File: config.mk
export PLATFORM = sky130hd
export DESIGN_NAME = utf8_display_width_counter
export DESIGN_NICKNAME = d
export VERILOG_FILES = /design/src/hw/rtl/udwc_pkg.sv /design/src/hw/rtl/utf8_display_width_counter.sv
export SDC_FILE = /design/constraint.sdc
export NUM_CORES = 1
export LEC_CHECK = 0
export ABC_AREA = 1
export BUFFER_PORTS_ARGS = -buffer_cell sky130_fd_sc_hd__clkbuf_2
export CORE_MARGIN = 2
export CORE_UTILIZATION = 55
export DETAILED_ROUTE_END_ITERATION = 7
export GPL_ROUTABILITY_DRIVEN = 0
export GPL_TIMING_DRIVEN = 0
export PLACE_DENSITY = 0.83
export SYNTH_ARGS = -nofsm -noshare
export SYNTH_HDL_FRONTEND = slang
export SYNTH_SLANG_ARGS = --single-unit
File: constraint.sdc
create_clock -name clk_i -period 4.69 [get_ports clk_i]
set_input_delay 0.469 -clock clk_i [delete_from_list [all_inputs] [get_ports clk_i]]
set_output_delay 0.469 -clock clk_i [all_outputs]
set_load 0.03 [all_outputs]
File: src/hw/rtl/udwc_pkg.sv
// ----------------------------------------------------------------------------
// udwc_pkg: shared constants and decode functions
// Byte codes, code point ranges and the small UTF-8 decode and column width
// helpers used by the display width counter.
// ----------------------------------------------------------------------------
package udwc_pkg;

  localparam logic [7:0] ESC_BYTE   = 8'h1B;
  localparam logic [7:0] CSI_OPEN   = 8'h5B;
  localparam logic [7:0] CSI_FINAL_LO = 8'h40;
  localparam logic [7:0] CSI_FINAL_HI = 8'h7E;

  localparam int unsigned CP_BITS = 21;
  typedef logic [CP_BITS-1:0] code_point_t;
  typedef logic [1:0]         col_inc_t;
  typedef logic [2:0]         seq_len_t;

  localparam code_point_t CP_VS16     = 21'h00FE0F;
  localparam code_point_t CP_ZWJ      = 21'h00200D;
  localparam code_point_t CP_COMB_LO  = 21'h000300;
  localparam code_point_t CP_COMB_HI  = 21'h00036F;
  localparam code_point_t CP_HANGUL_LO = 21'h00AC00;
  localparam code_point_t CP_HANGUL_HI = 21'h00D7A3;
  localparam code_point_t CP_EMOJI_LO = 21'h01F300;
  localparam code_point_t CP_EMOJI_HI = 21'h01FAFF;
  localparam code_point_t CP_PLANE2_LO = 21'h020000;
  localparam code_point_t CP_PLANE3_HI = 21'h03FFFD;

  // Length of the UTF-8 form that a byte opens; 1 for anything else.
  function automatic seq_len_t lead_len(input logic [7:0] b);
    seq_len_t len;
    if (b[7] == 1'b0) begin
      len = 3'd1;
    end else if (b[7:5] == 3'b110) begin
      len = 3'd2;
    end else if (b[7:4] == 4'b1110) begin
      len = 3'd3;
    end else if (b[7:3] == 5'b11110) begin
      len = 3'd4;
    end else begin
      len = 3'd1;
    end
    return len;
  endfunction

  // Terminal columns taken by one code point.
  function automatic col_inc_t cp_width(input code_point_t cp);
    col_inc_t w;
    logic     zero_w;
    logic     wide;
    zero_w = (cp == '0) || (cp == CP_VS16) || (cp == CP_ZWJ) ||
             (cp >= CP_COMB_LO && cp <= CP_COMB_HI);
    wide = (cp >= 21'h001100 && cp <= 21'h00115F) ||
           (cp >= 21'h002E80 && cp <= 21'h00A4CF) ||
           (cp >= CP_HANGUL_LO && cp <= CP_HANGUL_HI) ||
           (cp >= 21'h00F900 && cp <= 21'h00FAFF) ||
           (cp >= 21'h00FF00 && cp <= 21'h00FF60) ||
           (cp >= 21'h00FFE0 && cp <= 21'h00FFE6) ||
           (cp >= CP_EMOJI_LO && cp <= CP_EMOJI_HI) ||
           (cp >= 21'h01F1E6 && cp <= 21'h01F1FF) ||
           (cp >= 21'h002600 && cp <= 21'h0027BF) ||
           (cp >= 21'h002B00 && cp <= 21'h002BFF) ||
           (cp >= CP_PLANE2_LO && cp <= CP_PLANE3_HI);
    if (zero_w) begin
      w = 2'd0;
    end else if (wide) begin
      w = 2'd2;
    end else begin
      w = 2'd1;
    end
    return w;
  endfunction

  // A single byte taken as its own code point: only NUL is zero width.
  function automatic col_inc_t byte_width(input logic [7:0] b);
    return (b == 8'h00) ? 2'd0 : 2'd1;
  endfunction

  // Width of a two-byte string that ends the text.
  function automatic col_inc_t pair_width(input logic [7:0] x, input logic [7:0] y);
    col_inc_t w;
    if (x == ESC_BYTE && y == CSI_OPEN) begin
      w = 2'd0;
    end else if (lead_len(x) == 3'd2) begin
      w = cp_width({10'b0, x[4:0], y[5:0]});
    end else begin
      w = byte_width(x) + byte_width(y);
    end
    return w;
  endfunction

endpackage

File: src/hw/rtl/utf8_display_width_counter.sv
// ----------------------------------------------------------------------------
// utf8_display_width_counter: terminal column width of a byte string
// Counts the display columns of a UTF-8 string with ANSI CSI sequences
// skipped, one byte per transaction, and gives the total on the last byte.
// ----------------------------------------------------------------------------
// The block takes one byte of text per input transaction, with end_of_text_i
// high on the final byte, and returns exactly one output transaction for
// each string: the total column width, saturated at 65535, with a flag that
// tells when the total ran past the counter range. ESC '[' starts a CSI
// sequence that is skipped through its final byte (0x40 to 0x7E). Other
// bytes are decoded as UTF-8 by the length that the lead byte announces,
// without checking continuation bytes, and every code point adds zero, one
// or two columns by fixed code point ranges. A multibyte form left
// unfinished at the end counts one column for its lead byte, and the bytes
// after it are counted again as a short string. A byte is accepted in every
// cycle unless the input stalls: it passes through an input register, and the
// decode and range compare logic then updates the running state; the total of
// a string lands in a result register at that same edge and is held there
// until it is taken. Only a result that is waiting at the output stalls the
// input, and only once a further final byte reaches the decode stage.
// ----------------------------------------------------------------------------
module utf8_display_width_counter #(
  parameter int unsigned WIDTH_BITS = 16
) (
  input  logic        clk_i,
  input  logic        rst_ni,
  input  logic        in_valid_i,
  output logic        in_ready_o,
  input  logic [7:0]  text_byte_i,
  input  logic        end_of_text_i,
  output logic        out_valid_o,
  input  logic        out_ready_i,
  output logic [15:0] column_width_o,
  output logic        width_saturated_o
);

  typedef enum logic [1:0] {
    MODE_NORMAL = 2'd0,
    MODE_CSI    = 2'd1
  } scan_mode_e;

  // Input register.
  logic       in_vld_q;
  logic [7:0] byte_q;
  logic       eot_q;

  // Scan state.
  scan_mode_e              mode_q, mode_d;
  logic [7:0]              pend_q [3];
  logic [2:0]              pend_we;
  logic [1:0]              pcount_q, pcount_d;
  udwc_pkg::seq_len_t      seqlen_q, seqlen_d;
  logic [WIDTH_BITS-1:0]   total_q, total_d;
  logic                    ovf_q, ovf_d;

  // Result register.
  logic        out_vld_q;
  logic [15:0] col_q;
  logic        sat_q;

  logic                    out_free;
  logic                    adv;
  udwc_pkg::seq_len_t      fresh_len;
  logic                    fresh_pend;
  udwc_pkg::col_inc_t      fresh_inc;
  udwc_pkg::col_inc_t      bw;
  udwc_pkg::code_point_t   full_cp;
  logic                    seq_done;
  udwc_pkg::col_inc_t      inc;
  logic [WIDTH_BITS:0]     sum;
  logic [WIDTH_BITS-1:0]   total_new;
  logic                    ovf_new;
  logic [31:0]             total_ext;

  // A byte in the input register moves on unless it would produce a result
  // while the result register is still full.
  assign out_free   = !out_vld_q || out_ready_i;
  assign adv        = in_vld_q && (!eot_q || out_free);
  assign in_ready_o = !in_vld_q || adv;

  always_comb begin
    fresh_len  = udwc_pkg::lead_len(byte_q);
    fresh_pend = (byte_q == udwc_pkg::ESC_BYTE) || (fresh_len > 3'd1);
    bw         = udwc_pkg::byte_width(byte_q);
    fresh_inc  = fresh_pend ? 2'd0 : bw;
    seq_done   = ({1'b0, pcount_q} + 3'd1 >= seqlen_q) || (pcount_q == 2'd3);

    case (seqlen_q)
      3'd2:    full_cp = {10'b0, pend_q[0][4:0], byte_q[5:0]};
      3'd3:    full_cp = {5'b0, pend_q[0][3:0], pend_q[1][5:0], byte_q[5:0]};
      default: full_cp = {pend_q[0][2:0], pend_q[1][5:0], pend_q[2][5:0], byte_q[5:0]};
    endcase

    mode_d   = mode_q;
    pcount_d = pcount_q;
    seqlen_d = seqlen_q;
    pend_we  = '0;
    inc      = 2'd0;

    if (eot_q) begin
      // The final byte closes whatever is pending; the state starts over.
      if (mode_q == MODE_CSI) begin
        inc = 2'd0;
      end else if (pcount_q == 2'd0) begin
        inc = bw;
      end else if (seqlen_q <= 3'd1) begin
        inc = (byte_q == udwc_pkg::CSI_OPEN) ? 2'd0 : 2'(2'd1 + bw);
      end else if (seq_done) begin
        inc = udwc_pkg::cp_width(full_cp);
      end else if (pcount_q == 2'd1) begin
        inc = 2'(2'd1 + bw);
      end else begin
        inc = 2'(2'd1 + udwc_pkg::pair_width(pend_q[1], byte_q));
      end
      mode_d   = MODE_NORMAL;
      pcount_d = '0;
      seqlen_d = '0;
    end else if (mode_q == MODE_CSI) begin
      if (byte_q >= udwc_pkg::CSI_FINAL_LO && byte_q <= udwc_pkg::CSI_FINAL_HI) begin
        mode_d = MODE_NORMAL;
      end
    end else if (pcount_q == 2'd0 || seqlen_q <= 3'd1) begin
      // Either a fresh byte, or the byte after a pending ESC.
      if (pcount_q != 2'd0 && byte_q == udwc_pkg::CSI_OPEN) begin
        mode_d   = MODE_CSI;
        pcount_d = '0;
        seqlen_d = '0;
      end else begin
        inc = (pcount_q != 2'd0) ? 2'(2'd1 + fresh_inc) : fresh_inc;
        if (fresh_pend) begin
          pend_we[0] = 1'b1;
          pcount_d   = 2'd1;
          seqlen_d   = (byte_q == udwc_pkg::ESC_BYTE) ? 3'd1 : fresh_len;
        end else begin
          pcount_d = '0;
          seqlen_d = '0;
        end
      end
    end else if (seq_done) begin
      inc      = udwc_pkg::cp_width(full_cp);
      pcount_d = '0;
      seqlen_d = '0;
    end else begin
      pend_we[pcount_q] = 1'b1;
      pcount_d          = pcount_q + 2'd1;
    end

    // Saturating add: the carry out means the total ran past its range.
    sum       = {1'b0, total_q} + (WIDTH_BITS + 1)'(inc);
    ovf_new   = ovf_q || sum[WIDTH_BITS];
    total_new = sum[WIDTH_BITS] ? '1 : sum[WIDTH_BITS-1:0];
    total_ext = 32'(total_new);

    if (eot_q) begin
      total_d = '0;
      ovf_d   = 1'b0;
    end else begin
      total_d = total_new;
      ovf_d   = ovf_new;
    end
  end

  always_ff @(posedge clk_i or negedge rst_ni) begin
    if (!rst_ni) begin
      in_vld_q  <= 1'b0;
      byte_q    <= '0;
      eot_q     <= 1'b0;
      mode_q    <= MODE_NORMAL;
      for (int k = 0; k < 3; k++) begin
        pend_q[k] <= '0;
      end
      pcount_q  <= '0;
      seqlen_q  <= '0;
      total_q   <= '0;
      ovf_q     <= 1'b0;
      out_vld_q <= 1'b0;
      col_q     <= '0;
      sat_q     <= 1'b0;
    end else begin
      if (in_ready_o) begin
        in_vld_q <= in_valid_i;
      end
      if (in_ready_o && in_valid_i) begin
        byte_q <= text_byte_i;
        eot_q  <= end_of_text_i;
      end
      if (adv) begin
        mode_q   <= mode_d;
        pcount_q <= pcount_d;
        seqlen_q <= seqlen_d;
        total_q  <= total_d;
        ovf_q    <= ovf_d;
      end
      for (int k = 0; k < 3; k++) begin
        if (adv && pend_we[k]) begin
          pend_q[k] <= byte_q;
        end
      end
      if (adv && eot_q) begin
        out_vld_q <= 1'b1;
        col_q     <= (total_ext > 32'h0000_FFFF) ? 16'hFFFF : total_ext[15:0];
        sat_q     <= ovf_new || (total_ext > 32'h0000_FFFF);
      end else if (out_ready_i) begin
        out_vld_q <= 1'b0;
      end
    end
  end

  assign out_valid_o       = out_vld_q;
  assign column_width_o    = col_q;
  assign width_saturated_o = sat_q;

endmodule

==> metrics.cfg, run 1 <==
[run_status]
status=finished clean

[setup_path]
required_ps=4970
cp-start-kind=flop
crit_path_end_kind=flop
cp_top_family=simple AND/OR/NAND/NOR gates
crit_fanout=6
timing.critical_path.buf_inv=3
worstSetupPathType=flop to flop
r2r_start=byte_q[4]$_DFFE_PN0P_
r2r_end=column_width_o[9]$_DFFE_PN0P_
r2r_slack_ps=270
worstPathArrival_ps=4700
path_cells=clkinvlp_4 -> nor2_1 -> nand4_1 -> o31ai_2 -> nor2_1 -> ha_1 -> a21oi_1 -> a311o_1 -> a21oi_2 -> ha_2 -> fa_2 -> nand3_2 -> nor3_4 -> nand3_2 -> nor3_1 -> inv_1 -> nor2_2 -> nand2_1 -> nor3_4 -> a21oi_1 -> o21ai_0 -> inv_1 -> o21ai_1
rr_worst_depth=23
max_stage_delay_ps=490
crit_slowest_cell=dfrtp_1
path_depth=23

[clock_network]
cts.clk_slew.worst_paths_ps=80
insertion_delay_ps=360
cts_buffer_depth=2
cts.sinks=70
cts_tree=yes
clock-root-buffer=clkbuf_8
numCtsBuffers=9
ctsHtreeMaxLevel=3

[power]
power_density_nw_per_um2=355
ir_drop_mv=0.242
p_int_mw=1.19
leakage_nw=2.84
p_total_mw=2.06
swShare=0.422
switchingPower_uw=871
p_comb_frac=0.391
p_clk_frac=0.249
p_seq_frac=0.360

[yosys]
synth_seq_cells=70
synth_cell_type_count=41
synth_mux_area_frac=0
yosys_warnings=0
synth.top_cell.area_share=0.345
postSynthAreaPerCell_um2=6.81
synth_ff_type=dfrtp_1
synth-simple-area-share=0.396
yosysSeqAreaShare=0.345
async_reset_ff_frac=1.00
synth_fa_ha_area_frac=0.0311
synth_compound_area_frac=0.126
synth_top_family_by_area=simple AND/OR/NAND/NOR gates
synth_edf_count=0
synth.area.top_cells=dfrtp_1 (35%), nand2_1 (14%), nor2_1 (7.5%)
syn-num-nets=770
synth_top_area_cell=dfrtp_1
postSynthCellCount=745
synth_xor_area_frac=0.0138
syn_area_um2=5070

[hold_path]
hold_depth=3
min_path_type=input pin to flop
holdPathEnd=byte_q[0]$_DFFE_PN0P_
worstHoldStart=text_byte_i[0]

[sta]
hold_violations=0
fin_crit_sh=0.943
slew_violations=0
grt_setup_unrepaired=yes
maxSlewHeadroom=0.618
whs_ps=356
timing.fmax_mhz=226
clock_skew_ps=9.67
tightest_slew_ps=568
fin_tns_setup_ps=0
period_needed_ps=4420
setup_viol=0

[job]
max_cap_violations=0

[floorplan]
rows=35
core_um2=9110
initial_core_util=0.557
die-area_um2=10000
top_level_ports=32
die_y_um=100
die_w_um=100

[detailed_routing]
first_pass_iters=5
drc=0
drtIter0Drc=556
routed_wl_um=14600
routed_via_density=6.00
vias=5499
routedWlPerCell_um=15.9
drtAntennaViolNets=0

[cells_and_area]
syn_to_final_growth_pct=14.6
diodes=0
drive_above_1_share=0.169
nets=826

[global_route]
overflow=0
grt_pass1_vias=4959
grtUsageTotal=0.288
grt_max_degree=57
grt_antenna_before_repair=0
grt_pass1_wl_um=22900

[placed_design]
io_buffers=31
place_hpwl_um=10500

[stage by stage]
step	util	cell area, um^2	worst slack (ps)	instances
after global routing	0.638	5810	-112	917
after floorplan	-	5070	997	745
after detailed placement	0.592	5400	116	888
after CTS	0.616	5610	77.0	905
after global placement	0.589	5370	221	887
final	0.638	5810	268	917
[what timing repair did]
item	CTS	global route
buffers inserted	0	12
resized for setup	0	33
endpoints found under the hold margin	14	0
setup endpoints to repair	0	34
hold buffers	1	0
[metal layers]
metal / routed length [um] / vias up / global-route usage
met5: 0 / - / 0
met1: 6120 / 2527 / 0.389
met2: 6400 / 338 / 0.433
met4: 692 / 0 / 0.164
li1: - / 2565 / -
met3: 1340 / 69 / 0.0578
[logic make-up (layout without fill, tap and decap cells)]
family	count (synthesis)	after routing
compound gates	117	117
xor+xnor	8	8
fa+ha+maj	12	12
buf+inv	110	171
flops	70	70
simple gates	428	428
[cells in the mapped netlist (all sizes together), types with 2 or more instances]
| cell | n |
|---|---|
| a21oi | 26 |
| a311o | 2 |
| a31oi | 5 |
| buf | 6 |
| clkbuf | 11 |
| clkinv | 3 |
| dfrtp | 70 |
| ha | 11 |
| inv | 90 |
| nand2 | 204 |
| nand3 | 50 |
| nand4 | 29 |
| nor2 | 115 |
| nor3 | 23 |
| nor4 | 4 |
| o21ai | 66 |
| o22ai | 9 |
| o31ai | 3 |
| xor2 | 8 |
[layout make-up]
type | count | area [um^2]
fillers | 797 | 3290
multi-input cells | 565 | 2970
flip-flops and latches | 70 | 1750
inverters | 93 | 359
repair buffers | 45 | 285
well taps | 111 | 139
clock buffers | 10 | 138
plain buffers | 17 | 98.8
clock inverters | 6 | 68.8
[worst register-to-register path, stage by stage, from the launching register on]
cell	delay, ps
dfrtp_1	490
clkinvlp_4	220
nor2_1	190
nand4_1	160
o31ai_2	380
nor2_1	90
ha_1	290
a21oi_1	70
a311o_1	320
a21oi_2	130
ha_2	210
fa_2	230
nand3_2	120
nor3_4	230
nand3_2	150
nor3_1	180
inv_1	90
nor2_2	160
nand2_1	130
nor3_4	180
a21oi_1	60
o21ai_0	80
inv_1	70
o21ai_1	130
[sequential cells by signal, summed over array words and instances (netlist names), 2 cells and up]
signal,flops
pcount_q,2
seqlen_q,3
byte_q,8
total_q,16
pend_q,19
column_width_o,16
[power by group through the flow]
stage | registers (mW) | clock network [mW] | logic [mW]
after floorplan | 0.761 | 0 | 0.518
after global placement | 0.745 | 0 | 0.712
after detailed placement | 0.748 | 0 | 0.736
after CTS | 0.736 | 0.518 | 0.743
after global routing | 0.751 | 0.545 | 0.894
final | 0.741 | 0.514 | 0.807
[layout by cell type, fill, tap and decap left out, types with 3 or more instances in the layout]
cell type,n
a21oi_1,23
buf_4,13
nand3_2,3
ha_1,10
nor2_2,8
a31oi_1,5
nor2_1,99
nor3_4,3
clkbuf_1,10
nand2_1,183
nor4_1,3
nand3_4,4
nand2_2,15
nand2_4,6
dfrtp_1,69
clkbuf_2,31
buf_6,4
a21oi_2,3
nor3_1,17
o22ai_1,9
clkinvlp_4,3
o21ai_1,7
nand4_1,27
inv_2,6
nor2_4,8
clkbuf_8,10
inv_1,81
clkinv_1,3
xor2_1,8
o21ai_0,59
nand3_1,43
nor3_2,3
[worst max path at each step]
stage,from,to
finish,byte_q[4]$_DFFE_PN0P_,column_width_o[9]$_DFFE_PN0P_
detailed placement,byte_q[5]$_DFFE_PN0P_,total_q[15]$_DFFE_PN0P_
global route,byte_q[3]$_DFFE_PN0P_,column_width_o[9]$_DFFE_PN0P_
CTS,byte_q[5]$_DFFE_PN0P_,column_width_o[9]$_DFFE_PN0P_
floorplan,byte_q[5]$_DFFE_PN0P_,column_width_o[13]$_DFFE_PN0P_
global placement,byte_q[5]$_DFFE_PN0P_,column_width_o[13]$_DFFE_PN0P_
No activity file was read; power rests on OpenSTA's default activity.
==> run 2: changes to the inputs <==
==> constraint.sdc (replaced) <==
create_clock -name clk_i -period 5.7 [get_ports clk_i]
set_input_delay 0.57 -clock clk_i [delete_from_list [all_inputs] [get_ports clk_i]]
set_output_delay 0.57 -clock clk_i [all_outputs]
set_load 0.03 [all_outputs]
==> run 2 against run 1 <==
  * Via count decreased by 2.0%
  * Sequential cell count is the same
  * Cell area shrank 3.6%
  * Critical endpoint is now column_width_o[5]$_DFFE_PN0P_
  * Die area unchanged
  * Critical path type unchanged
  * Clock power fell by 18%
  * Combinational power is 23% lower
  * Hold slack got worse by 260 ps
  * Sequential share of layout area up 1.1 points
  * Final cell count down 1.4%
  * Register-to-register slack gained 720 ps
==> metrics.cfg, run 2 (synthesized netlist as in run 1, its figures left out) <==
[run_status]
status=finished clean  ; unchanged

[clock_network]
clock-root-buffer=clkbuf_8  ; unchanged
cts_buffer_depth=2  ; unchanged
ctsHtreeMaxLevel=3  ; unchanged
insertion_delay_ps=360  ; about the same
cts.sinks=70  ; unchanged
cts.clk_slew.worst_paths_ps=80  ; about the same
cts_tree=yes  ; unchanged
cts-hold-fix-buffers=0  ; was 1
ctsResizeCount=0  ; unchanged
post_cts_buffers=0  ; unchanged
numCtsBuffers=9  ; unchanged

[sta]
grt_setup_unrepaired=no  ; was yes
worst_slack_ps=986  ; was 268 ps
hold_violations=0  ; unchanged
tightest_slew_ps=547  ; was 568 ps
maxSlewHeadroom=0.632  ; was 0.618
fin_tns_setup_ps=0  ; unchanged
period_needed_ps=4710  ; was 4420 ps
fin_crit_sh=0.827  ; was 0.943
setup_viol=0  ; unchanged
slew_violations=0  ; unchanged
timing.fmax_mhz=212  ; was 226 MHz
clock_skew_ps=12.3  ; was 9.67 ps

[setup_path]
r2r_end=column_width_o[5]$_DFFE_PN0P_  ; was column_width_o[9]$_DFFE_PN0P_
crit_fanout=10  ; was 6
max_stage_delay_ps=480  ; was 490 ps
path_cells=inv_1 -> nand2_1 -> nor2_1 -> nand2_1 -> ha_1 -> o21ai_0 -> or2_2 -> xor2_1 -> nand2_1 -> nand3_1 -> nand2_1 -> nand2_1 -> a21oi_1 -> fa_1 -> nand3_1 -> nor3_2 -> nand3_1 -> nor4_1 -> clkbuf_1 -> nor2_1 -> o21ai_0  ; was clkinvlp_4 -> nor2_1 -> nand4_1 -> o31ai_2 -> nor2_1 -> ha_1 -> a21oi_1 -> a311o_1 -> a21oi_2 -> ha_2 -> fa_2 -> nand3_2 -> nor3_4 -> nand3_2 -> nor3_1 -> inv_1 -> nor2_2 -> nand2_1 -> nor3_4 -> a21oi_1 -> o21ai_0 -> inv_1 -> o21ai_1
crit_slowest_cell=dfrtp_1  ; unchanged
worstPathArrival_ps=4980  ; was 4700 ps
required_ps=5970  ; was 4970 ps
cp-start-kind=flop  ; unchanged
r2r_slack_ps=990  ; was 270 ps
critical_path.most_common_cell=nand2_1
rr_worst_depth=21  ; was 23
crit_path_end_kind=flop  ; unchanged
cp-startpoint=byte_q[5]$_DFFE_PN0P_  ; was byte_q[4]$_DFFE_PN0P_
r2r_start=byte_q[5]$_DFFE_PN0P_  ; was byte_q[4]$_DFFE_PN0P_
worstSetupPathType=flop to flop  ; unchanged

[global_route]
grt_pass1_vias=4956  ; was 4959
overflow=0  ; unchanged
grt_max_degree=57  ; unchanged
grt_antenna_before_repair=0  ; unchanged
grt_pass1_wl_um=22900  ; about the same
grtUsageTotal=0.288  ; about the same

[floorplan]
initial_core_util=0.557  ; unchanged
top_level_ports=32  ; unchanged
die_w_um=100  ; unchanged
die-area_um2=10000  ; unchanged
rows=35  ; unchanged
core_um2=9110  ; unchanged
die_y_um=100  ; unchanged

[power]
power_density_nw_per_um2=295  ; was 355 nW/um^2
leakage_nw=2.73  ; was 2.84 nW
ir_drop_mv=0.187  ; was 0.242 mV
switchingPower_uw=698  ; was 871 uW
p_seq_frac=0.368  ; was 0.360
p_comb_frac=0.377  ; was 0.391
swShare=0.422  ; about the same
p_int_uw=957  ; was 1.19 mW
p_clk_frac=0.256  ; was 0.249

[cells_and_area]
fillers=832  ; was 797
diodes=0  ; unchanged
nets=813  ; was 826
top_register=pend_q  ; unchanged
drive_above_1_share=0.130  ; was 0.169
final_cells=904  ; was 917
largest_reg_flops=19  ; unchanged
syn_to_final_growth_pct=10.5  ; was 14.6%
final_common_cell=nand2_1  ; unchanged
final_cell_mix=nand2_1 (185), nor2_1 (102), inv_1 (85)  ; was nand2_1 (183), nor2_1 (99), inv_1 (81)
fin_util=0.615  ; was 0.638

[detailed_routing]
first_pass_iters=5  ; unchanged
vias=5388  ; was 5499
routed_via_density=5.96  ; was 6.00
drc=0  ; unchanged
drtIter0Drc=589  ; was 556
drtAntennaViolNets=0  ; unchanged
routedWlPerCell_um=15.6  ; was 15.9 um
routed_wl_um=14100  ; was 14600 um

[placed_design]
io_buffers=31  ; unchanged
dp_cells=888  ; unchanged
place_hpwl_um=10500  ; unchanged
pre_cts_ws_ps=1130  ; was 116 ps

[job]
max_cap_violations=0  ; unchanged

[hold_path]
min_path_type=input pin to asynchronous set/reset pin  ; was input pin to flop

==> run 2: power groups by stage <==
stage / registers [mW] / clock network (mW) / logic (mW)
2_1_floorplan: 0.626 / 0 / 0.426
3_3_place_gp: 0.613 / 0 / 0.586
3_5_place_dp: 0.615 / 0 / 0.606
4_1_cts: 0.606 / 0.426 / 0.611
5_1_grt: 0.615 / 0.449 / 0.696
6_report: 0.608 / 0.424 / 0.623
==> run 2: layout make-up <==
type,count,area (um^2),share of cell area
Sequential cell,70,1750,0.313
Inverter,93,349,0.0623
Buffer,17,95.1,0.0170
Tap cell,111,139,0.0248
Clock buffer,10,138,0.0246
Clock inverter,6,68.8,0.0123
Multi-Input combinational cell,565,2880,0.513
Timing Repair Buffer,32,185,0.0331
==> run 2: worst max path at each step <==
stage               cells after the start                        endpoint  slack [ps]
floorplan                              26  column_width_o[13]$_DFFE_PN0P_        2010
detailed placement                     27         total_q[15]$_DFFE_PN0P_        1130
CTS                                    26   column_width_o[9]$_DFFE_PN0P_        1090
global route                           26   column_width_o[9]$_DFFE_PN0P_         590
global placement                       26  column_width_o[13]$_DFFE_PN0P_        1230
finish                                 21   column_width_o[5]$_DFFE_PN0P_         990
==> run 2: metrics by stage <==
step                      hold WS (ps)  total power, mW  area, um^2
after floorplan                    274             1.05        5070
after global placement             471             1.20        5370
after detailed placement           469             1.22        5400
after CTS                         92.5             1.64        5600
after global routing              98.3             1.76        5600
final                             92.3             1.65        5600
==> run 2: critical path, delay by kind of cell, from the launching register on <==
family          cells  cell delay, ps
flops               1             480
simple gates       13            2160
compound gates      3             500
fa+ha+maj           2             560
xor+xnor            1             150
buf+inv             2             760
==> run 2: routing by layer <==
layer | vias to the layer above | wire [um] | part of all wire | global-route usage
met5 | - | 0 | 0 | 0
met4 | 0 | 593 | 0.042 | 0.164
met3 | 61 | 1230 | 0.088 | 0.0578
met2 | 300 | 6160 | 0.44 | 0.433
met1 | 2487 | 6110 | 0.43 | 0.388
li1 | 2540 | - | - | -
==> run 3: changes to the inputs <==
--- a/config.mk
+++ b/config.mk
@@ -5,14 +5,14 @@
 export SDC_FILE = /design/constraint.sdc
 export NUM_CORES = 1
 export LEC_CHECK = 0
-export ABC_AREA = 1
+export ABC_AREA = 0
 export BUFFER_PORTS_ARGS = -buffer_cell sky130_fd_sc_hd__clkbuf_2
 export CORE_MARGIN = 2
 export CORE_UTILIZATION = 55
 export DETAILED_ROUTE_END_ITERATION = 7
 export GPL_ROUTABILITY_DRIVEN = 0
 export GPL_TIMING_DRIVEN = 0
-export PLACE_DENSITY = 0.83
+export PLACE_DENSITY = 0.84
 export SYNTH_ARGS = -nofsm -noshare
 export SYNTH_HDL_FRONTEND = slang
 export SYNTH_SLANG_ARGS = --single-unit
==> constraint.sdc (replaced) <==
create_clock -name clk_i -period 4.39 [get_ports clk_i]
set_input_delay 0.439 -clock clk_i [delete_from_list [all_inputs] [get_ports clk_i]]
set_output_delay 0.439 -clock clk_i [all_outputs]
set_load 0.03 [all_outputs]
==> run 3 against run 2 <==
  * The flow now finishes with violations (negative setup slack)
  * Critical endpoint is now total_q[6]$_DFFE_PN0P_
  * Final cell count shrank 19%
  * Global-route usage grew 2.7 points
  * Wire length grew 14%
  * Non-clock buffer count grew 48
  * Clock-buffer cell count is the same
  * Power grew 29%
  * Via count shrank 4.3%
  * Largest cell class unchanged
  * Die area shrank 5.8%
  * Largest power group is now sequential cells
==> metrics.cfg, run 3 <==
[yosys]
synth_top_area_cell=dfrtp_1  ; unchanged
synth_ff_type=dfrtp_1  ; unchanged
postSynthCellCount=548  ; was 745
synth.top_cell.area_share=0.367  ; was 0.345
yosysSeqAreaShare=0.367  ; was 0.345
synth_edf_count=0  ; unchanged
postSynthAreaPerCell_um2=8.70  ; was 6.81 um^2
syn_area_um2=4770  ; was 5070 um^2
syn-num-nets=573  ; was 770
synth_cell_type_count=66  ; was 41
async_reset_ff_frac=1.00  ; unchanged
synth.area.top_cells=dfrtp_1 (37%), mux2_2 (9.4%), nand2_1 (4.3%)  ; was dfrtp_1 (35%), nand2_1 (14%), nor2_1 (7.5%)
synth.most_common_cell=dfrtp_1  ; was nand2_1
yosys_warnings=0  ; unchanged
synth_seq_cells=70  ; unchanged
synth_common_cells=dfrtp_1 (70), nand2_1 (55), nor2_1 (48), mux2_2 (40), a21oi_1 (38)  ; was nand2_1 (185), nor2_1 (102), inv_1 (85), dfrtp_1 (70), o21ai_0 (60)

[hold_path]
hold_depth=2
holdPathEnd=in_vld_q$_DFFE_PN0N_
min_path_type=input pin to flop  ; was input pin to asynchronous set/reset pin
worstHoldStart=in_valid_i

[clock_network]
numCtsBuffers=9  ; unchanged
clock-root-buffer=clkbuf_8  ; unchanged
ctsHtreeMaxLevel=3  ; unchanged
insertion_delay_ps=370  ; was 360 ps
cts.sinks=70  ; unchanged
cts_tree=yes  ; unchanged
cts.clk_slew.worst_paths_ps=90  ; was 80 ps
cts_buffer_depth=2  ; unchanged

[cells_and_area]
fillers=516  ; was 832
final_cell_mix=dfrtp_1 (68), nand2_1 (53), mux2_2 (38)  ; was nand2_1 (185), nor2_1 (102), inv_1 (85)
largest_reg_flops=19  ; unchanged
nets=648  ; was 813
final_common_cell=dfrtp_1  ; was nand2_1
final-seq-area_um2=1750  ; about the same
multi_input_area_um2=3220  ; was 2880 um^2
top_register=pend_q  ; unchanged
drive_above_1_share=0.326  ; was 0.130
fin_util=0.738  ; was 0.615
final_cells=733  ; was 904
syn_to_final_growth_pct=28.5  ; was 10.5%
diodes=0  ; unchanged

[detailed_routing]
routedWlPerCell_um=22.0  ; was 15.6 um
first_pass_iters=8  ; was 5
vias=5157  ; was 5388
routed_via_density=7.04  ; was 5.96
drc=0  ; unchanged
drtAntennaViolNets=0  ; unchanged
drtIter0Drc=917  ; was 589
routed_wl_um=16100  ; was 14100 um

[sta]
period_needed_ps=4900  ; was 4710 ps
clock_skew_ps=19.6  ; was 12.3 ps
hold_violations=0  ; unchanged
slew_violations=0  ; unchanged
worst_slack_ps=-515  ; was 986 ps
timing.fmax_mhz=204  ; was 212 MHz
setup_viol=34  ; was 0
maxSlewHeadroom=0.136  ; was 0.632
fin_crit_sh=1.12  ; was 0.827
tightest_slew_ps=1290  ; was 547 ps
grt_setup_unrepaired=yes  ; was no

[placed_design]
io_buffers=31  ; unchanged
dp_cells=685  ; was 888
place_hpwl_um=9520  ; was 10500 um

[floorplan]
die-area_um2=9430  ; was 10000 um^2
initial_core_util=0.575  ; was 0.557
core_um2=8300  ; was 9110 um^2
rows=33  ; was 35
die_w_um=97.1  ; was 100 um
die_y_um=97.1  ; was 100 um
top_level_ports=32  ; unchanged

[setup_path]
rr_worst_depth=22  ; was 21
worstSetupPathType=flop to flop  ; unchanged
path_cells=and2b_2 -> buf_12 -> buf_12 -> buf_12 -> mux2i_4 -> buf_4 -> o31ai_2 -> o221ai_2 -> a2111oi_2 -> nand4_1 -> a211oi_2 -> ha_2 -> fa_2 -> and4_4 -> and3_4 -> nand4_1 -> buf_6 -> or4_4 -> clkbuf_16 -> a21oi_2 -> nor2_1 -> nor2_1  ; was inv_1 -> nand2_1 -> nor2_1 -> nand2_1 -> ha_1 -> o21ai_0 -> or2_2 -> xor2_1 -> nand2_1 -> nand3_1 -> nand2_1 -> nand2_1 -> a21oi_1 -> fa_1 -> nand3_1 -> nor3_2 -> nand3_1 -> nor4_1 -> clkbuf_1 -> nor2_1 -> o21ai_0
cp-start-kind=flop  ; unchanged
crit_path_end_kind=flop  ; unchanged
critical_path.most_common_cell=buf_12  ; was nand2_1
max_stage_delay_ps=470  ; was 480 ps
crit_slowest_cell=or4_4  ; was dfrtp_1
cp_top_family=simple AND/OR/NAND/NOR gates  ; unchanged
worstPathArrival_ps=5210  ; was 4980 ps
crit_fanout=10  ; unchanged
timing.critical_path.buf_inv=6  ; was 2
required_ps=4690  ; was 5970 ps
r2r_end=total_q[6]$_DFFE_PN0P_  ; was column_width_o[5]$_DFFE_PN0P_
r2r_slack_ps=-510  ; was 990 ps
r2r_start=seqlen_q[1]$_DFFE_PN0P_  ; was byte_q[5]$_DFFE_PN0P_

[global_route]
overflow=0  ; unchanged
grt_pass1_wl_um=23900  ; was 22900 um
grt_pass1_vias=4907  ; was 4956
grt_antenna_before_repair=0  ; unchanged
grtUsageTotal=0.315  ; was 0.288
grt_max_degree=61  ; was 57

[power]
ir_drop_mv=0.233  ; was 0.187 mV
leakage_nw=2.57  ; was 2.73 nW
p_total_mw=2.14  ; was 1.65 mW
power_density_nw_per_um2=349  ; was 295 nW/um^2

[run_status]
violations=negative setup slack
status=complete, but fails checks  ; was finished clean

[job]
max_cap_violations=0  ; unchanged

run 3: cell count changes in the layout (fill, tap and decap cells not counted), sizes merged, moves of 14 or more:
| cell | before | now |
|---|---|---|
| buf | 7 | 39 |
| nand4 | 29 | 12 |
| o21ai | 66 | 34 |
| inv | 91 | 19 |
| nand2 | 204 | 55 |
| clkbuf | 52 | 66 |
| mux2 | 0 | 40 |
| nand3 | 50 | 23 |
| nor2 | 115 | 48 |
run 3: cells by family after synthesis:
family | share of synthesized area
AND/OR/NAND/NOR | 0.227
XOR/XNOR | 0.0202
flip-flops | 0.367
AO/OA/AOI/OAI | 0.194
buffers and inverters | 0.0446
multiplexers | 0.114
adder cells (fa/ha/maj) | 0.0331
run 3: worst max-delay path by stage:
stage | startpoint | end | cells past startpoint
2_1_floorplan | seqlen_q[2]$_DFFE_PN0P_ | total_q[5]$_DFFE_PN0P_ | 21
3_3_place_gp | seqlen_q[0]$_DFFE_PN0P_ | column_width_o[6]$_DFFE_PN0P_ | 19
3_5_place_dp | seqlen_q[0]$_DFFE_PN0P_ | ovf_q$_DFFE_PN0P_ | 19
4_1_cts | seqlen_q[1]$_DFFE_PN0P_ | ovf_q$_DFFE_PN0P_ | 24
5_1_grt | seqlen_q[1]$_DFFE_PN0P_ | total_q[6]$_DFFE_PN0P_ | 22
6_report | seqlen_q[1]$_DFFE_PN0P_ | total_q[6]$_DFFE_PN0P_ | 22
run 3: final cells by class:
type | count | share of cell area
Buffer | 29 | 0.0304
Clock buffer | 10 | 0.0225
Clock inverter | 6 | 0.0114
Inverter | 18 | 0.0110
Multi-Input combinational cell | 427 | 0.525
Sequential cell | 70 | 0.286
Tap cell | 105 | 0.0214
Timing Repair Buffer | 68 | 0.0915
run 3: per-layer routing:
metal  routed length, um  GRT usage  share of wire  vias to the layer above
met5                   0          0              0                        -
met3                1920     0.0777           0.12                      109
li1                    -          -              -                     2181
met2                7380      0.497           0.46                      412
met4                 735      0.135          0.046                        0
met1                6110      0.414           0.38                     2455
run 3: repair_timing:
action / in CTS / in global routing
pin swaps: 25 / 15
cloned: 3 / 0
setup endpoints to repair: 34 / 34
buffers inserted: 22 / 11
endpoints found under the hold margin: 10 / 0
resized for setup: 55 / 54
hold buffers: 1 / 0
run 3: power breakdown:
group	total [mW]	switching, mW	internal [mW]
registers	0.801	0.0905	0.711
clock network	0.562	0.280	0.282
logic	0.774	0.464	0.311
total	2.14	0.834	1.30
run 3: per-stage QoR:
stage / worst slack, ps / area (um^2) / TNS [ps] / hold WS, ps
5_1_grt: -685 / 6130 / -18520 / 311
2_1_floorplan: -185 / 4880 / -2020 / 143
3_3_place_gp: -869 / 5160 / -25260 / 466
3_5_place_dp: -980 / 5190 / -29560 / 329
6_report: -515 / 6130 / -13120 / 281
4_1_cts: -425 / 5830 / -11590 / 282
